--- src/rtl/dcalc_pkg.sv ---
`default_nettype none

package dcalc_pkg;

  localparam int DIGIT_COUNT_DEF = 6;
  localparam int DIGIT_W         = 4;

  // field widths on the ports
  localparam int CMD_W       = 3;
  localparam int POS_W       = 3;
  localparam int VAL_W       = 4;
  localparam int BCD_W       = 24;
  localparam int VALUE_W     = 20;
  localparam int STATUS_W    = 2;
  localparam int IN_TDATA_W  = 16;
  localparam int OUT_TDATA_W = 64;
  localparam int OUT_TUSER_W = 3;

  localparam logic [VAL_W-1:0] DIGIT_MAX = 4'd9;

  typedef enum logic [CMD_W-1:0] {
    CMD_CLEAR_X = 3'd0,
    CMD_CLEAR_Y = 3'd1,
    CMD_SET_X   = 3'd2,
    CMD_SET_Y   = 3'd3,
    CMD_ADD     = 3'd4,
    CMD_SUB     = 3'd5,
    CMD_MUL     = 3'd6,
    CMD_DIV     = 3'd7
  } cmd_t;

  typedef enum logic [STATUS_W-1:0] {
    ST_OK       = 2'd0,
    ST_OVERFLOW = 2'd1,
    ST_NEGATIVE = 2'd2,
    ST_DIVZERO  = 2'd3
  } status_t;

  // 10 to the n, evaluated at elaboration
  function automatic longint unsigned pow10(input int n);
    longint unsigned p;
    p = 1;
    for (int i = 0; i < n; i++) begin
      p = p * 10;
    end
    return p;
  endfunction

endpackage

`default_nettype wire

--- src/rtl/dcalc_bin2bcd.sv ---
`default_nettype none

module dcalc_bin2bcd #(
  parameter int NUM_W       = 20,
  parameter int DIGIT_COUNT = dcalc_pkg::DIGIT_COUNT_DEF
) (
  input  wire logic                                    clk,
  input  wire logic                                    rst_n,
  input  wire logic                                    start,
  input  wire logic [NUM_W-1:0]                        value,
  output logic                                         done,
  output logic [DIGIT_COUNT*dcalc_pkg::DIGIT_W-1:0]    bcd
);

  localparam int DW    = dcalc_pkg::DIGIT_W;
  localparam int BW    = DIGIT_COUNT * DW;
  localparam int CNT_W = $clog2(NUM_W + 1);

  logic [NUM_W-1:0] sh_r, sh_nxt;
  logic [BW-1:0]    bcd_r, bcd_nxt;
  logic [CNT_W-1:0] cnt_r, cnt_nxt;
  logic             busy_r, busy_nxt;
  logic             done_r, done_nxt;
  logic [BW-1:0]    adj;

  // add-3 correction on every digit before the shift
  always_comb begin
    for (int i = 0; i < DIGIT_COUNT; i++) begin
      if (bcd_r[i*DW +: DW] >= DW'(5)) begin
        adj[i*DW +: DW] = bcd_r[i*DW +: DW] + DW'(3);
      end else begin
        adj[i*DW +: DW] = bcd_r[i*DW +: DW];
      end
    end
  end

  always_comb begin
    sh_nxt   = sh_r;
    bcd_nxt  = bcd_r;
    cnt_nxt  = cnt_r;
    busy_nxt = busy_r;
    done_nxt = 1'b0;
    if (start) begin
      sh_nxt   = value;
      bcd_nxt  = '0;
      cnt_nxt  = CNT_W'(NUM_W);
      busy_nxt = 1'b1;
    end else if (busy_r) begin
      bcd_nxt = {adj[BW-2:0], sh_r[NUM_W-1]};
      sh_nxt  = {sh_r[NUM_W-2:0], 1'b0};
      cnt_nxt = cnt_r - CNT_W'(1);
      if (cnt_r == CNT_W'(1)) begin
        busy_nxt = 1'b0;
        done_nxt = 1'b1;
      end
    end
  end

  always_ff @(posedge clk) begin
    if (!rst_n) begin
      busy_r <= 1'b0;
      done_r <= 1'b0;
      cnt_r  <= '0;
    end else begin
      busy_r <= busy_nxt;
      done_r <= done_nxt;
      cnt_r  <= cnt_nxt;
    end
    sh_r  <= sh_nxt;
    bcd_r <= bcd_nxt;
  end

  assign done = done_r;
  assign bcd  = bcd_r;

endmodule

`default_nettype wire

--- src/rtl/decimal_calculator_core.sv ---
// from input transfer to out_tvalid: clears and error exits pass S_EXEC and S_DONE, digit sets
// add a horner pass over the digits, add and subtract a bcd split, multiply and divide a bit-serial
// loop over NUM_W = bits of 10^DIGIT_COUNT, then a bcd split; an overflowing multiply stops early
// one item at a time: in_tready rises with out_tvalid, so a new item starts once a result is loaded,
// later if the previous result still waits; one shared add/subtract unit and a bit-serial bcd split
// synchronous active-low reset zeroes both operands and empties the output register
`default_nettype none

module decimal_calculator_core (
  input  wire logic                                clk,
  input  wire logic                                rst_n,
  input  wire logic                                in_tvalid,
  output logic                                     in_tready,
  // command[2:0], digit_position[5:3], digit_value[9:6], zero pad
  input  wire logic [dcalc_pkg::IN_TDATA_W-1:0]    in_tdata,
  output logic                                     out_tvalid,
  input  wire logic                                out_tready,
  // x_bcd[23:0], x_value[43:24], remainder[63:44]
  output logic [dcalc_pkg::OUT_TDATA_W-1:0]        out_tdata,
  // remainder_valid[0], status[2:1]
  output logic [dcalc_pkg::OUT_TUSER_W-1:0]        out_tuser
);

  localparam int DIGIT_COUNT = dcalc_pkg::DIGIT_COUNT_DEF;
  localparam int DW    = dcalc_pkg::DIGIT_W;
  localparam int BW    = DIGIT_COUNT * DW;
  localparam longint unsigned LIMIT = dcalc_pkg::pow10(DIGIT_COUNT);
  localparam int NUM_W = $clog2(LIMIT);
  localparam int UW    = NUM_W + 2;
  localparam int CNT_W = $clog2(NUM_W + 1);
  localparam int IDX_W = $clog2(NUM_W);
  localparam logic [UW-1:0] LIMIT_V = UW'(LIMIT);

  localparam int POS_LO = dcalc_pkg::CMD_W;
  localparam int VAL_LO = POS_LO + dcalc_pkg::POS_W;

  typedef enum logic [6:0] {
    S_IDLE   = 7'b0000001,
    S_EXEC   = 7'b0000010,
    S_HORNER = 7'b0000100,
    S_MUL    = 7'b0001000,
    S_DIV    = 7'b0010000,
    S_CONV   = 7'b0100000,
    S_DONE   = 7'b1000000
  } state_t;

  state_t                            state_r, state_nxt;
  dcalc_pkg::cmd_t                   cmd_r, cmd_nxt;
  logic [dcalc_pkg::POS_W-1:0]       pos_r, pos_nxt;
  logic [dcalc_pkg::VAL_W-1:0]       val_r, val_nxt;
  logic [dcalc_pkg::VAL_W-1:0]       in_val;

  logic [NUM_W-1:0]                  x_num_r, x_num_nxt;
  logic [NUM_W-1:0]                  y_num_r, y_num_nxt;
  logic [BW-1:0]                     x_dig_r, x_dig_nxt;
  logic [BW-1:0]                     y_dig_r, y_dig_nxt;

  logic [UW-1:0]                     acc_r, acc_nxt;
  logic [NUM_W-1:0]                  quo_r, quo_nxt;
  logic [CNT_W-1:0]                  cnt_r, cnt_nxt;
  logic [CNT_W-1:0]                  cnt_m1;

  dcalc_pkg::status_t                status_r, status_nxt;
  logic [NUM_W-1:0]                  rem_r, rem_nxt;
  logic                              rvalid_r, rvalid_nxt;
  logic                              conv_start_r, conv_start_nxt;

  logic                              out_tvalid_r, out_tvalid_nxt;
  logic [dcalc_pkg::OUT_TDATA_W-1:0] out_tdata_r, out_tdata_nxt;
  logic [dcalc_pkg::OUT_TUSER_W-1:0] out_tuser_r, out_tuser_nxt;

  // shared add/subtract unit
  logic [UW-1:0]                     unit_a, unit_b, unit_res;
  logic                              unit_sub;

  logic [BW-1:0]                     horner_src;
  logic [DW-1:0]                     horner_digit;
  logic                              conv_done;
  logic [BW-1:0]                     conv_bcd;
  logic                              qbit;

  assign in_val = in_tdata[VAL_LO +: dcalc_pkg::VAL_W];
  assign cnt_m1 = cnt_r - CNT_W'(1);

  dcalc_bin2bcd #(
    .NUM_W       (NUM_W),
    .DIGIT_COUNT (DIGIT_COUNT)
  ) u_bin2bcd (
    .clk   (clk),
    .rst_n (rst_n),
    .start (conv_start_r),
    .value (x_num_r),
    .done  (conv_done),
    .bcd   (conv_bcd)
  );

  // digit for the current horner step, most significant first
  always_comb begin
    horner_src   = (cmd_r == dcalc_pkg::CMD_SET_Y) ? y_dig_r : x_dig_r;
    horner_digit = '0;
    for (int i = 0; i < DIGIT_COUNT; i++) begin
      if (cnt_r == CNT_W'(i + 1)) begin
        horner_digit = horner_src[i*DW +: DW];
      end
    end
  end

  always_comb begin
    unit_a   = '0;
    unit_b   = '0;
    unit_sub = 1'b0;
    unique case (state_r)
      S_EXEC: begin
        unit_a   = UW'(x_num_r);
        unit_b   = UW'(y_num_r);
        unit_sub = (cmd_r == dcalc_pkg::CMD_SUB);
      end
      S_HORNER: begin
        // acc * 10 + digit
        unit_a = UW'({acc_r, 3'b000});
        unit_b = UW'({acc_r, 1'b0}) + UW'(horner_digit);
      end
      S_MUL: begin
        unit_a = UW'({acc_r, 1'b0});
        unit_b = y_num_r[cnt_m1[IDX_W-1:0]] ? UW'(x_num_r) : '0;
      end
      S_DIV: begin
        unit_a   = UW'({acc_r[NUM_W-1:0], quo_r[NUM_W-1]});
        unit_b   = UW'(y_num_r);
        unit_sub = 1'b1;
      end
      default: begin
        unit_a = '0;
      end
    endcase
  end

  assign unit_res = unit_sub ? (unit_a - unit_b) : (unit_a + unit_b);
  // operands stay below 2^(NUM_W+1), so the top bit is the borrow
  assign qbit = !unit_res[UW-1];

  always_comb begin
    state_nxt      = state_r;
    cmd_nxt        = cmd_r;
    pos_nxt        = pos_r;
    val_nxt        = val_r;
    x_num_nxt      = x_num_r;
    y_num_nxt      = y_num_r;
    x_dig_nxt      = x_dig_r;
    y_dig_nxt      = y_dig_r;
    acc_nxt        = acc_r;
    quo_nxt        = quo_r;
    cnt_nxt        = cnt_r;
    status_nxt     = status_r;
    rem_nxt        = rem_r;
    rvalid_nxt     = rvalid_r;
    conv_start_nxt = 1'b0;
    out_tvalid_nxt = out_tvalid_r;
    out_tdata_nxt  = out_tdata_r;
    out_tuser_nxt  = out_tuser_r;

    if (out_tvalid_r && out_tready) begin
      out_tvalid_nxt = 1'b0;
    end

    unique case (state_r)
      S_IDLE: begin
        if (in_tvalid) begin
          cmd_nxt   = dcalc_pkg::cmd_t'(in_tdata[dcalc_pkg::CMD_W-1:0]);
          pos_nxt   = in_tdata[POS_LO +: dcalc_pkg::POS_W];
          val_nxt   = (in_val > dcalc_pkg::DIGIT_MAX) ? dcalc_pkg::DIGIT_MAX : in_val;
          state_nxt = S_EXEC;
        end
      end

      S_EXEC: begin
        status_nxt = dcalc_pkg::ST_OK;
        rem_nxt    = '0;
        rvalid_nxt = 1'b0;
        unique case (cmd_r) inside
          dcalc_pkg::CMD_CLEAR_X: begin
            x_num_nxt = '0;
            x_dig_nxt = '0;
            state_nxt = S_DONE;
          end
          dcalc_pkg::CMD_CLEAR_Y: begin
            y_num_nxt = '0;
            y_dig_nxt = '0;
            state_nxt = S_DONE;
          end
          dcalc_pkg::CMD_SET_X, dcalc_pkg::CMD_SET_Y: begin
            for (int i = 0; i < DIGIT_COUNT; i++) begin
              if ({1'b0, pos_r} == 4'(i)) begin
                if (cmd_r == dcalc_pkg::CMD_SET_X) begin
                  x_dig_nxt[i*DW +: DW] = val_r;
                end else begin
                  y_dig_nxt[i*DW +: DW] = val_r;
                end
              end
            end
            acc_nxt   = '0;
            cnt_nxt   = CNT_W'(DIGIT_COUNT);
            state_nxt = S_HORNER;
          end
          dcalc_pkg::CMD_ADD: begin
            if (unit_res >= LIMIT_V) begin
              status_nxt = dcalc_pkg::ST_OVERFLOW;
              state_nxt  = S_DONE;
            end else begin
              x_num_nxt      = unit_res[NUM_W-1:0];
              conv_start_nxt = 1'b1;
              state_nxt      = S_CONV;
            end
          end
          dcalc_pkg::CMD_SUB: begin
            if (unit_res[UW-1]) begin
              status_nxt = dcalc_pkg::ST_NEGATIVE;
              state_nxt  = S_DONE;
            end else begin
              x_num_nxt      = unit_res[NUM_W-1:0];
              conv_start_nxt = 1'b1;
              state_nxt      = S_CONV;
            end
          end
          dcalc_pkg::CMD_MUL: begin
            acc_nxt   = '0;
            cnt_nxt   = CNT_W'(NUM_W);
            state_nxt = S_MUL;
          end
          dcalc_pkg::CMD_DIV: begin
            if (y_num_r == '0) begin
              status_nxt = dcalc_pkg::ST_DIVZERO;
              state_nxt  = S_DONE;
            end else begin
              acc_nxt   = '0;
              quo_nxt   = x_num_r;
              cnt_nxt   = CNT_W'(NUM_W);
              state_nxt = S_DIV;
            end
          end
          default: begin
            state_nxt = S_DONE;
          end
        endcase
      end

      S_HORNER: begin
        acc_nxt = unit_res;
        cnt_nxt = cnt_m1;
        if (cnt_r == CNT_W'(1)) begin
          if (cmd_r == dcalc_pkg::CMD_SET_X) begin
            x_num_nxt = unit_res[NUM_W-1:0];
          end else begin
            y_num_nxt = unit_res[NUM_W-1:0];
          end
          state_nxt = S_DONE;
        end
      end

      S_MUL: begin
        // partial product only grows, so stop at the first overflow
        if (unit_res >= LIMIT_V) begin
          status_nxt = dcalc_pkg::ST_OVERFLOW;
          state_nxt  = S_DONE;
        end else begin
          acc_nxt = unit_res;
          cnt_nxt = cnt_m1;
          if (cnt_r == CNT_W'(1)) begin
            x_num_nxt      = unit_res[NUM_W-1:0];
            conv_start_nxt = 1'b1;
            state_nxt      = S_CONV;
          end
        end
      end

      S_DIV: begin
        acc_nxt = qbit ? unit_res : unit_a;
        quo_nxt = {quo_r[NUM_W-2:0], qbit};
        cnt_nxt = cnt_m1;
        if (cnt_r == CNT_W'(1)) begin
          x_num_nxt      = quo_nxt;
          rem_nxt        = acc_nxt[NUM_W-1:0];
          rvalid_nxt     = 1'b1;
          conv_start_nxt = 1'b1;
          state_nxt      = S_CONV;
        end
      end

      S_CONV: begin
        if (conv_done) begin
          x_dig_nxt = conv_bcd;
          state_nxt = S_DONE;
        end
      end

      S_DONE: begin
        if (!out_tvalid_r || out_tready) begin
          out_tvalid_nxt = 1'b1;
          out_tdata_nxt  = {dcalc_pkg::VALUE_W'(rem_r), dcalc_pkg::VALUE_W'(x_num_r),
                            dcalc_pkg::BCD_W'(x_dig_r)};
          out_tuser_nxt  = {status_r, rvalid_r};
          state_nxt      = S_IDLE;
        end
      end

      default: begin
        state_nxt = S_IDLE;
      end
    endcase
  end

  always_ff @(posedge clk) begin
    if (!rst_n) begin
      state_r      <= S_IDLE;
      x_num_r      <= '0;
      y_num_r      <= '0;
      x_dig_r      <= '0;
      y_dig_r      <= '0;
      cnt_r        <= '0;
      status_r     <= dcalc_pkg::ST_OK;
      rvalid_r     <= 1'b0;
      conv_start_r <= 1'b0;
      out_tvalid_r <= 1'b0;
    end else begin
      state_r      <= state_nxt;
      x_num_r      <= x_num_nxt;
      y_num_r      <= y_num_nxt;
      x_dig_r      <= x_dig_nxt;
      y_dig_r      <= y_dig_nxt;
      cnt_r        <= cnt_nxt;
      status_r     <= status_nxt;
      rvalid_r     <= rvalid_nxt;
      conv_start_r <= conv_start_nxt;
      out_tvalid_r <= out_tvalid_nxt;
    end
    cmd_r       <= cmd_nxt;
    pos_r       <= pos_nxt;
    val_r       <= val_nxt;
    acc_r       <= acc_nxt;
    quo_r       <= quo_nxt;
    rem_r       <= rem_nxt;
    out_tdata_r <= out_tdata_nxt;
    out_tuser_r <= out_tuser_nxt;
  end

  assign in_tready  = (state_r == S_IDLE);
  assign out_tvalid = out_tvalid_r;
  assign out_tdata  = out_tdata_r;
  assign out_tuser  = out_tuser_r;

`ifndef SYNTHESIS
  a_x_in_range: assert property (@(posedge clk) disable iff (!rst_n)
    UW'(x_num_r) < LIMIT_V)
    else $error("x operand out of range");

  a_y_in_range: assert property (@(posedge clk) disable iff (!rst_n)
    UW'(y_num_r) < LIMIT_V)
    else $error("y operand out of range");

  a_rem_only_ok: assert property (@(posedge clk) disable iff (!rst_n)
    rvalid_r |-> (status_r == dcalc_pkg::ST_OK))
    else $error("remainder flagged with error status");

  a_busy_after_transfer: assert property (@(posedge clk) disable iff (!rst_n)
    (in_tvalid && in_tready) |=> !in_tready)
    else $error("input taken while an item is in work");

  a_conv_done_in_conv: assert property (@(posedge clk) disable iff (!rst_n)
    conv_done |-> (state_r == S_CONV))
    else $error("digit split finished outside conversion");
`endif

endmodule

`default_nettype wire
--- config.mk ---
export PLATFORM = sky130hd
export DESIGN_NAME = decimal_calculator_core
export DESIGN_NICKNAME = d
export VERILOG_FILES = /design/src/rtl/dcalc_pkg.sv /design/src/rtl/dcalc_bin2bcd.sv /design/src/rtl/decimal_calculator_core.sv
export SDC_FILE = /design/constraint.sdc
export NUM_CORES = 1
export LEC_CHECK = 0
export ABC_AREA = 1
export BUFFER_PORTS_ARGS = -buffer_cell sky130_fd_sc_hd__buf_2
export CAP_MARGIN = 20
export CORE_UTILIZATION = 45
export DETAILED_ROUTE_END_ITERATION = 12
export SYNTH_ARGS = -nofsm -noshare
export SYNTH_HDL_FRONTEND = slang
export SYNTH_SLANG_ARGS = --single-unit
--- constraint.sdc ---
create_clock -name clk -period 8 [get_ports clk]
set_input_delay 2.4 -clock clk [delete_from_list [all_inputs] [get_ports clk]]
set_output_delay 2.4 -clock clk [all_outputs]
set_load 0.01 [all_outputs]
Word level (Yosys, flattened, before mapping):

Cells that the tools add are included.

* bits in registers: 294
* latch bits: 0
* bits in writable memories: 0
* memory bits (read-only): 0
* input bits: 20
* memories: 0

* add/sub/neg operators: 11
* multiply operators: 0
* div/mod/pow operators: 0
* magnitude comparators: 9
* eq/ne operators: 60
* shifts and indexed selects: 0
* muxes and demuxes: 101
* bitwise logic cells: 2
* reduce and logical (&&, ||, !) cells: 43

Operator list (count)
* 2-to-1 mux 20 bit: 16
* one-hot mux 24 bit (2 select lines): 3
* one-hot mux 20 bit (2 select lines): 3
* 2-to-1 mux 4 bit: 25
* one-hot mux 22 bit (4 select lines): 1
* one-hot mux 21 bit (4 select lines): 1
* one-hot mux 20 bit (4 select lines): 1
* one-hot mux 22 bit (3 select lines): 1
* 2-to-1 mux 21 bit: 3
* 2-to-1 mux 7 bit: 9
* one-hot mux 20 bit (3 select lines): 1
* one-hot mux 7 bit (7 select lines): 1
* 2-to-1 mux 24 bit: 2
* one-hot mux 21 bit (2 select lines): 1
* AND reduction 4 bit: 10
* inequality test 2 bit (second input constant): 19
* one-hot mux 7 bit (5 select lines): 1
* inequality test 3 bit (second input constant): 11
* one-hot mux 5 bit (3 select lines): 2
* AND reduction 5 bit: 6
* >= comparator 4 x 3 -> 1 bit (second input constant): 6
* adder 22 bit: 1
* adder 22 x 4 -> 22 bit: 1
* >= comparator 22 x 20 -> 1 bit (second input constant): 1
* 47 further kinds: 100

Longest topological paths before layout:

* depth in word-level cells: 16
* depth in mapped cells: 52

Hierarchy:

From an unflattened synthesis, not the netlist that was laid out.

* cells, all modules: 2002
* area, all modules: 15875.2 um^2

By module, submodules not included
* decimal_calculator_core: times used 1, cells an instance 1662, area an instance 13307.8 um^2
* dcalc_bin2bcd: times used 1, cells an instance 340, area an instance 2567.5 um^2

Worst setup path after synthesis:

No wires, ideal clock.

* kind: reg2reg
* from: register cmd_r[1]
* to: register acc_r[0] (enable)
* data arrival time: 6.165 ns
* required time: 7.622 ns
* setup slack: 1.457 ns
* cell stages (with the launch flop): 45
* path buffers: 3
* period minus slack after synthesis: 6.543 ns
* cell sequence: edfxtp_1 -> inv_1 -> nor2_4 -> nand2_1 -> buf_2 -> buf_1 -> clkbuf_1 -> a21oi_1 -> o21ai_0 -> nand3_1 -> a31oi_1 -> ha_1 -> nand2_1 -> nand2_1 -> o21bai_2 -> inv_1 -> nand2_1 -> nand3_1 -> [... 9 more ...] -> nor2_1 -> nand2_1 -> nor2_1 -> xor2_1 -> ha_1 -> nand2_1 -> nor2_1 -> nand2_1 -> a31o_2 -> nand3b_1 -> nand3_1 -> nand2_1 -> nand3_1 -> nand2_4 -> nand3_4 -> nand2_4 -> nand3_1 -> inv_1

* longest elaborated chain between the ends: 15
* elaborated cells between the ends (all ways): 24
* classes of those cells: add/sub (3); order compare (1); eq/ne (8); mux (10); reduce/logical (2)

Ends and longest elaborated chain
* start, declared: RTL line decimal_calculator_core.sv:48 `dcalc_pkg::cmd_t cmd_r, cmd_nxt;`
* start signal, assigned: RTL line decimal_calculator_core.sv:336 `cmd_r <= cmd_nxt;`
* equality test 3 x 2 -> 1 bit: RTL line decimal_calculator_core.sv:99 `horner_src = (cmd_r == dcalc_pkg::CMD_SET_Y) ? y_dig_r : x_dig_r;`
* 2-to-1 mux 24 bit: RTL line decimal_calculator_core.sv:99
* 2-to-1 mux 4 bit (6 in a row): RTL line decimal_calculator_core.sv:102 `if (cnt_r == CNT_W'(i + 1)) begin`
* adder 22 x 4 -> 22 bit: RTL line decimal_calculator_core.sv:121 `unit_b = UW'({acc_r, 1'b0}) + UW'(horner_digit);`
* one-hot mux 22 bit (3 select lines): RTL line decimal_calculator_core.sv:112 `unique case (state_r)`
* adder 22 bit or subtractor 22 bit (tied branches): RTL line decimal_calculator_core.sv:138 `assign unit_res = unit_sub ? (unit_a - unit_b) : (unit_a + unit_b);`
* 2-to-1 mux 22 bit: RTL line decimal_calculator_core.sv:138
* >= comparator 22 x 20 -> 1 bit: RTL line decimal_calculator_core.sv:262 `if (unit_res >= LIMIT_V) begin`
* inequality test 2 bit (no source line)
* AND reduction 4 bit (no source line) (*)
* end signal, assigned: RTL line decimal_calculator_core.sv:339 `acc_r <= acc_nxt;`
* end, declared: RTL line decimal_calculator_core.sv:58 `logic [UW-1:0] acc_r, acc_nxt;`

Mark *: on every way between the ends. The rest lies on a longest branch, timed or not.
A chain may end at the register's enable or synchronous reset.

Worst setup path in the final report:

* from: register cmd_r[1]
* to: register x_num_r[17]

* longest elaborated chain between the ends: 15
* elaborated cells between the ends (all ways): 33
* classes of those cells: add/sub (3); order compare (1); eq/ne (9); mux (18); reduce/logical (2)

Ends and longest elaborated chain
* equality test 3 x 2 -> 1 bit: RTL line decimal_calculator_core.sv:99
* 2-to-1 mux 24 bit: RTL line decimal_calculator_core.sv:99
* 2-to-1 mux 4 bit (6 in a row): RTL line decimal_calculator_core.sv:102
* adder 22 x 4 -> 22 bit: RTL line decimal_calculator_core.sv:121
* one-hot mux 22 bit (3 select lines): RTL line decimal_calculator_core.sv:112
* adder 22 bit or subtractor 22 bit (tied branches): RTL line decimal_calculator_core.sv:138
* 2-to-1 mux 22 bit: RTL line decimal_calculator_core.sv:138
* >= comparator 22 x 20 -> 1 bit (tied with other cells): RTL line decimal_calculator_core.sv:206, decimal_calculator_core.sv:262
* inequality test 3 bit (no source line) (tied with other cells)
* AND reduction 9 bit (no source line) or one-hot mux 20 bit (4 select lines) (tied branches)
* end signal, assigned: RTL line decimal_calculator_core.sv:326 `x_num_r <= x_num_nxt;`
* end, declared: RTL line decimal_calculator_core.sv:53 `logic [NUM_W-1:0] x_num_r, x_num_nxt;`

Several ways; a longest one is shown, not always the timed one. The select of a mux whose other input is x is not followed.

==> impl_results.md <==
* Status: finished, final reports clean
* Asr flop ratio synth at 0
* Postcts setup bufs at 0
* Syn-to-layout area delta at 13.6%
* Bufs and invs on worst path at 6
* Detailed Routing Iterations Pass 1 at 8
* Post-DP Area at 17100 sq um
* Most frequent CP cell: nand2_1
* Htree depth at 1
* Leakage at 0.00748 uW
* VDD IR max at 0.200 mV
* Initial DRC count at between 1000 and 1500
* Synthesis-stage register bit count at between 200 and 300
* Final WS setup at ~0.66 ns
* CTS hold repair buffers at 0
* CTS tree: built
* Slowest-stage cell, CP: edfxtp_1
* Post-cts repair resize count at 0
* Grt peak-use layer: met1
* Slew headroom at 0.327
* Starting Density at 0.460
* Core Area at 34700 sq um
* Clock Tree Root: clkbuf_16
* Skew final at 0.0220 ns
* Routed len/inst at just under 20 um
* DP HPWL at 36700 um
* Avg Cell Area, Syn at 7.98 sq um
* CP max FO at 21
* Peak Freq at 0.136 GHz
* Buffer depth of the longest clock path at 3
* Final WL at around 50000 um
* Synth cell types at 52
* Critical path class: flop to flop
* Worst-Margin Slew at just over 1 ns
* Grt total ovfl at 0
* DIE WIDTH at 190 um
* Setup violators final at 0
* N_diodes at 0
* Critical Path RT at 8.53 ns
* Crit path capture type: flop
* First-pass GRT wire length at 76600 um
* Vias/cell at approximately 5.5
* Ys Warns at 0
* Period utilization at 0.918
* # port buffers at slightly above 80
* Final instance area at 18200 sq um
* Cells after synthesis at 2002
* Number of synthesized flops with an enable pin at 158
* Initial antenna violation count at 0
* Startpoint Class: flop
* Height of the die at 190 um
* Largest net degree at the start of global routing at 67
* Met1 usage at 0.409
* Cell taking the most area after synthesis: edfxtp_1
* Final Hold Fails at 0
* Total of max-cap violations at 0
* Cell Rows at 68
* GP Congestion at 0.936
* Worst skew pair latency at just over 0.6 ns
* Syn Nets at 2068
* Period minus WS final at 7.34 ns
* Delay-heaviest family, CP: simple AND/OR/NAND/NOR gates
* Drt drc at 0
* Final Max Tran Viols at 0
* Final Util at 0.523
* Pre-CTS WS at roughly 0.43 ns
* Vias in the first global route at 13230
* Share of layout cells above drive strength 1 at 0.122
* Post-synthesis sequential area ratio at 0.467
* Post-route ant nets at 0
* Hold Crit Class: flop to flop
* GR Util met3 at 0.0423
* Most area-consuming cells after synthesis: edfxtp_1, dfxtp_1, nand2_1
* Final Hold Slack at approximately 0.42 ns
* Syn Std Cell Area at 16000 sq um
* Critical Path AT at 7.87 ns
* RSZ-0062 raised after global routing: false
* CTS buffer count at 31
* Pwr/cell area at 196 nW/um^2
* CP peak stage delay at 0.47 ns
* Setup_tns at 0 ns
* Vias at 14286
* Area share of the largest cell type after synthesis at 0.297
* Clock Sinks at 294
* Clock transition at the registers of the reported paths at 0.06 ns
* Final Net Count at 2165
* Boundary pin count at 89
* Ys flop type: edfxtp_1
* Total die area at 36300 sq um
* GRT Util Overall at 0.277
* M2 GR Usage at 0.400
[cells in the final DEF, fill, tap and decap left out, types with 10 or more instances in the layout]
cell type,count
o21ai_1,19
o21ai_0,221
nand3_1,108
o22ai_1,27
o21bai_1,10
xor2_1,28
inv_1,274
nand2_1,372
buf_4,47
or2_2,15
nand2_2,12
nor3_1,25
o221ai_1,15
clkbuf_16,31
nand4_1,18
nor2_1,159
dfxtp_1,136
edfxtp_1,158
xnor2_1,12
buf_2,82
a21oi_1,166
clkinv_1,10
ha_1,44
[through the flow]
stage / std cells / power [uW]
after floorplan: 2002 / 1880
after detailed placement: 2521 / 2040
after global placement: 2520 / 2030
after global routing: 2579 / 3680
after CTS: 2579 / 3580
final: 2579 / 3560
[cell usage after synthesis (6+ instances only)]
master    count
a21oi_1     167
buf_2         6
buf_4         8
buf_6         9
clkbuf_1     44
clkinv_1      7
dfxtp_1     136
edfxtp_1    158
ha_1         44
inv_1       274
inv_2        10
nand2_1     374
nand2_2      10
nand3_1     108
nand3_2       9
nand4_1      18
nor2_1      160
nor2_2        7
nor2_4        6
nor3_1       26
nor4_1        9
o211ai_1      9
o21ai_0     221
o21ai_1      19
o21bai_1     10
o221ai_1     15
o22ai_1      27
o31ai_1       8
or2_2        15
xnor2_1      12
xor2_1       28
[where the power goes]
part	switching [uW]	internal, uW	leakage [uW]
logic	264	125	0.00440
clock network	643	903	0.000533
registers	20.6	1600	0.00255
[final cells by class]
class | instances | area [sq um]
Inverter | 291 | 1090
Clock buffer | 37 | 828
Timing Repair Buffer | 135 | 878
Fill cell | 3389 | 16600
Sequential cell | 294 | 7470
Tap cell | 455 | 569
Multi-Input combinational cell | 1346 | 7060
Clock inverter | 21 | 254
[routing by layer]
layer | vias to the layer above | wire [um]
li1 | 6921 | -
met1 | 6664 | 23300
met2 | 595 | 20400
met3 | 106 | 4050
met4 | 0 | 2000
met5 | - | 0
[worst paths after layout]
check	startpoint	to	slack, ns	depth (start not counted)
max	cmd_r[1]$_DFFE_PP_	x_num_r[17]$_SDFFE_PN0P_	0.66	45
min	rem_r[15]$_SDFFCE_PN0P_	out_tdata[59]$_DFFE_PP_	0.42	0
max reg2reg	cmd_r[1]$_DFFE_PP_	x_num_r[17]$_SDFFE_PN0P_	0.66	45
min reg2reg	rem_r[15]$_SDFFCE_PN0P_	out_tdata[59]$_DFFE_PP_	0.42	0
[logic make-up (layout without fill, tap and decap cells)]
logic type,Yosys count,count (layout),synth area share
XOR/XNOR,40,40,0.0219
AND/OR/NAND/NOR,752,752,0.207
buffers and inverters,362,484,0.0922
AO/OA/AOI/OAI,508,508,0.175
flip-flops,294,294,0.467
adder cells (fa/ha/maj),46,46,0.0369
[state kept, by name, summed over array words and instances, names as in the netlist, 4 cells and up]
name             flops
y_dig_r             24
y_num_r             20
val_r                4
u_bin2bcd.bcd       24
u_bin2bcd.cnt_r      5
state_r              7
quo_r               20
acc_r               21
out_tdata           64
x_dig_r             24
x_num_r             20
u_bin2bcd.sh_r      20
cnt_r                5
rem_r               20
(Power assumes the default switching activity.)
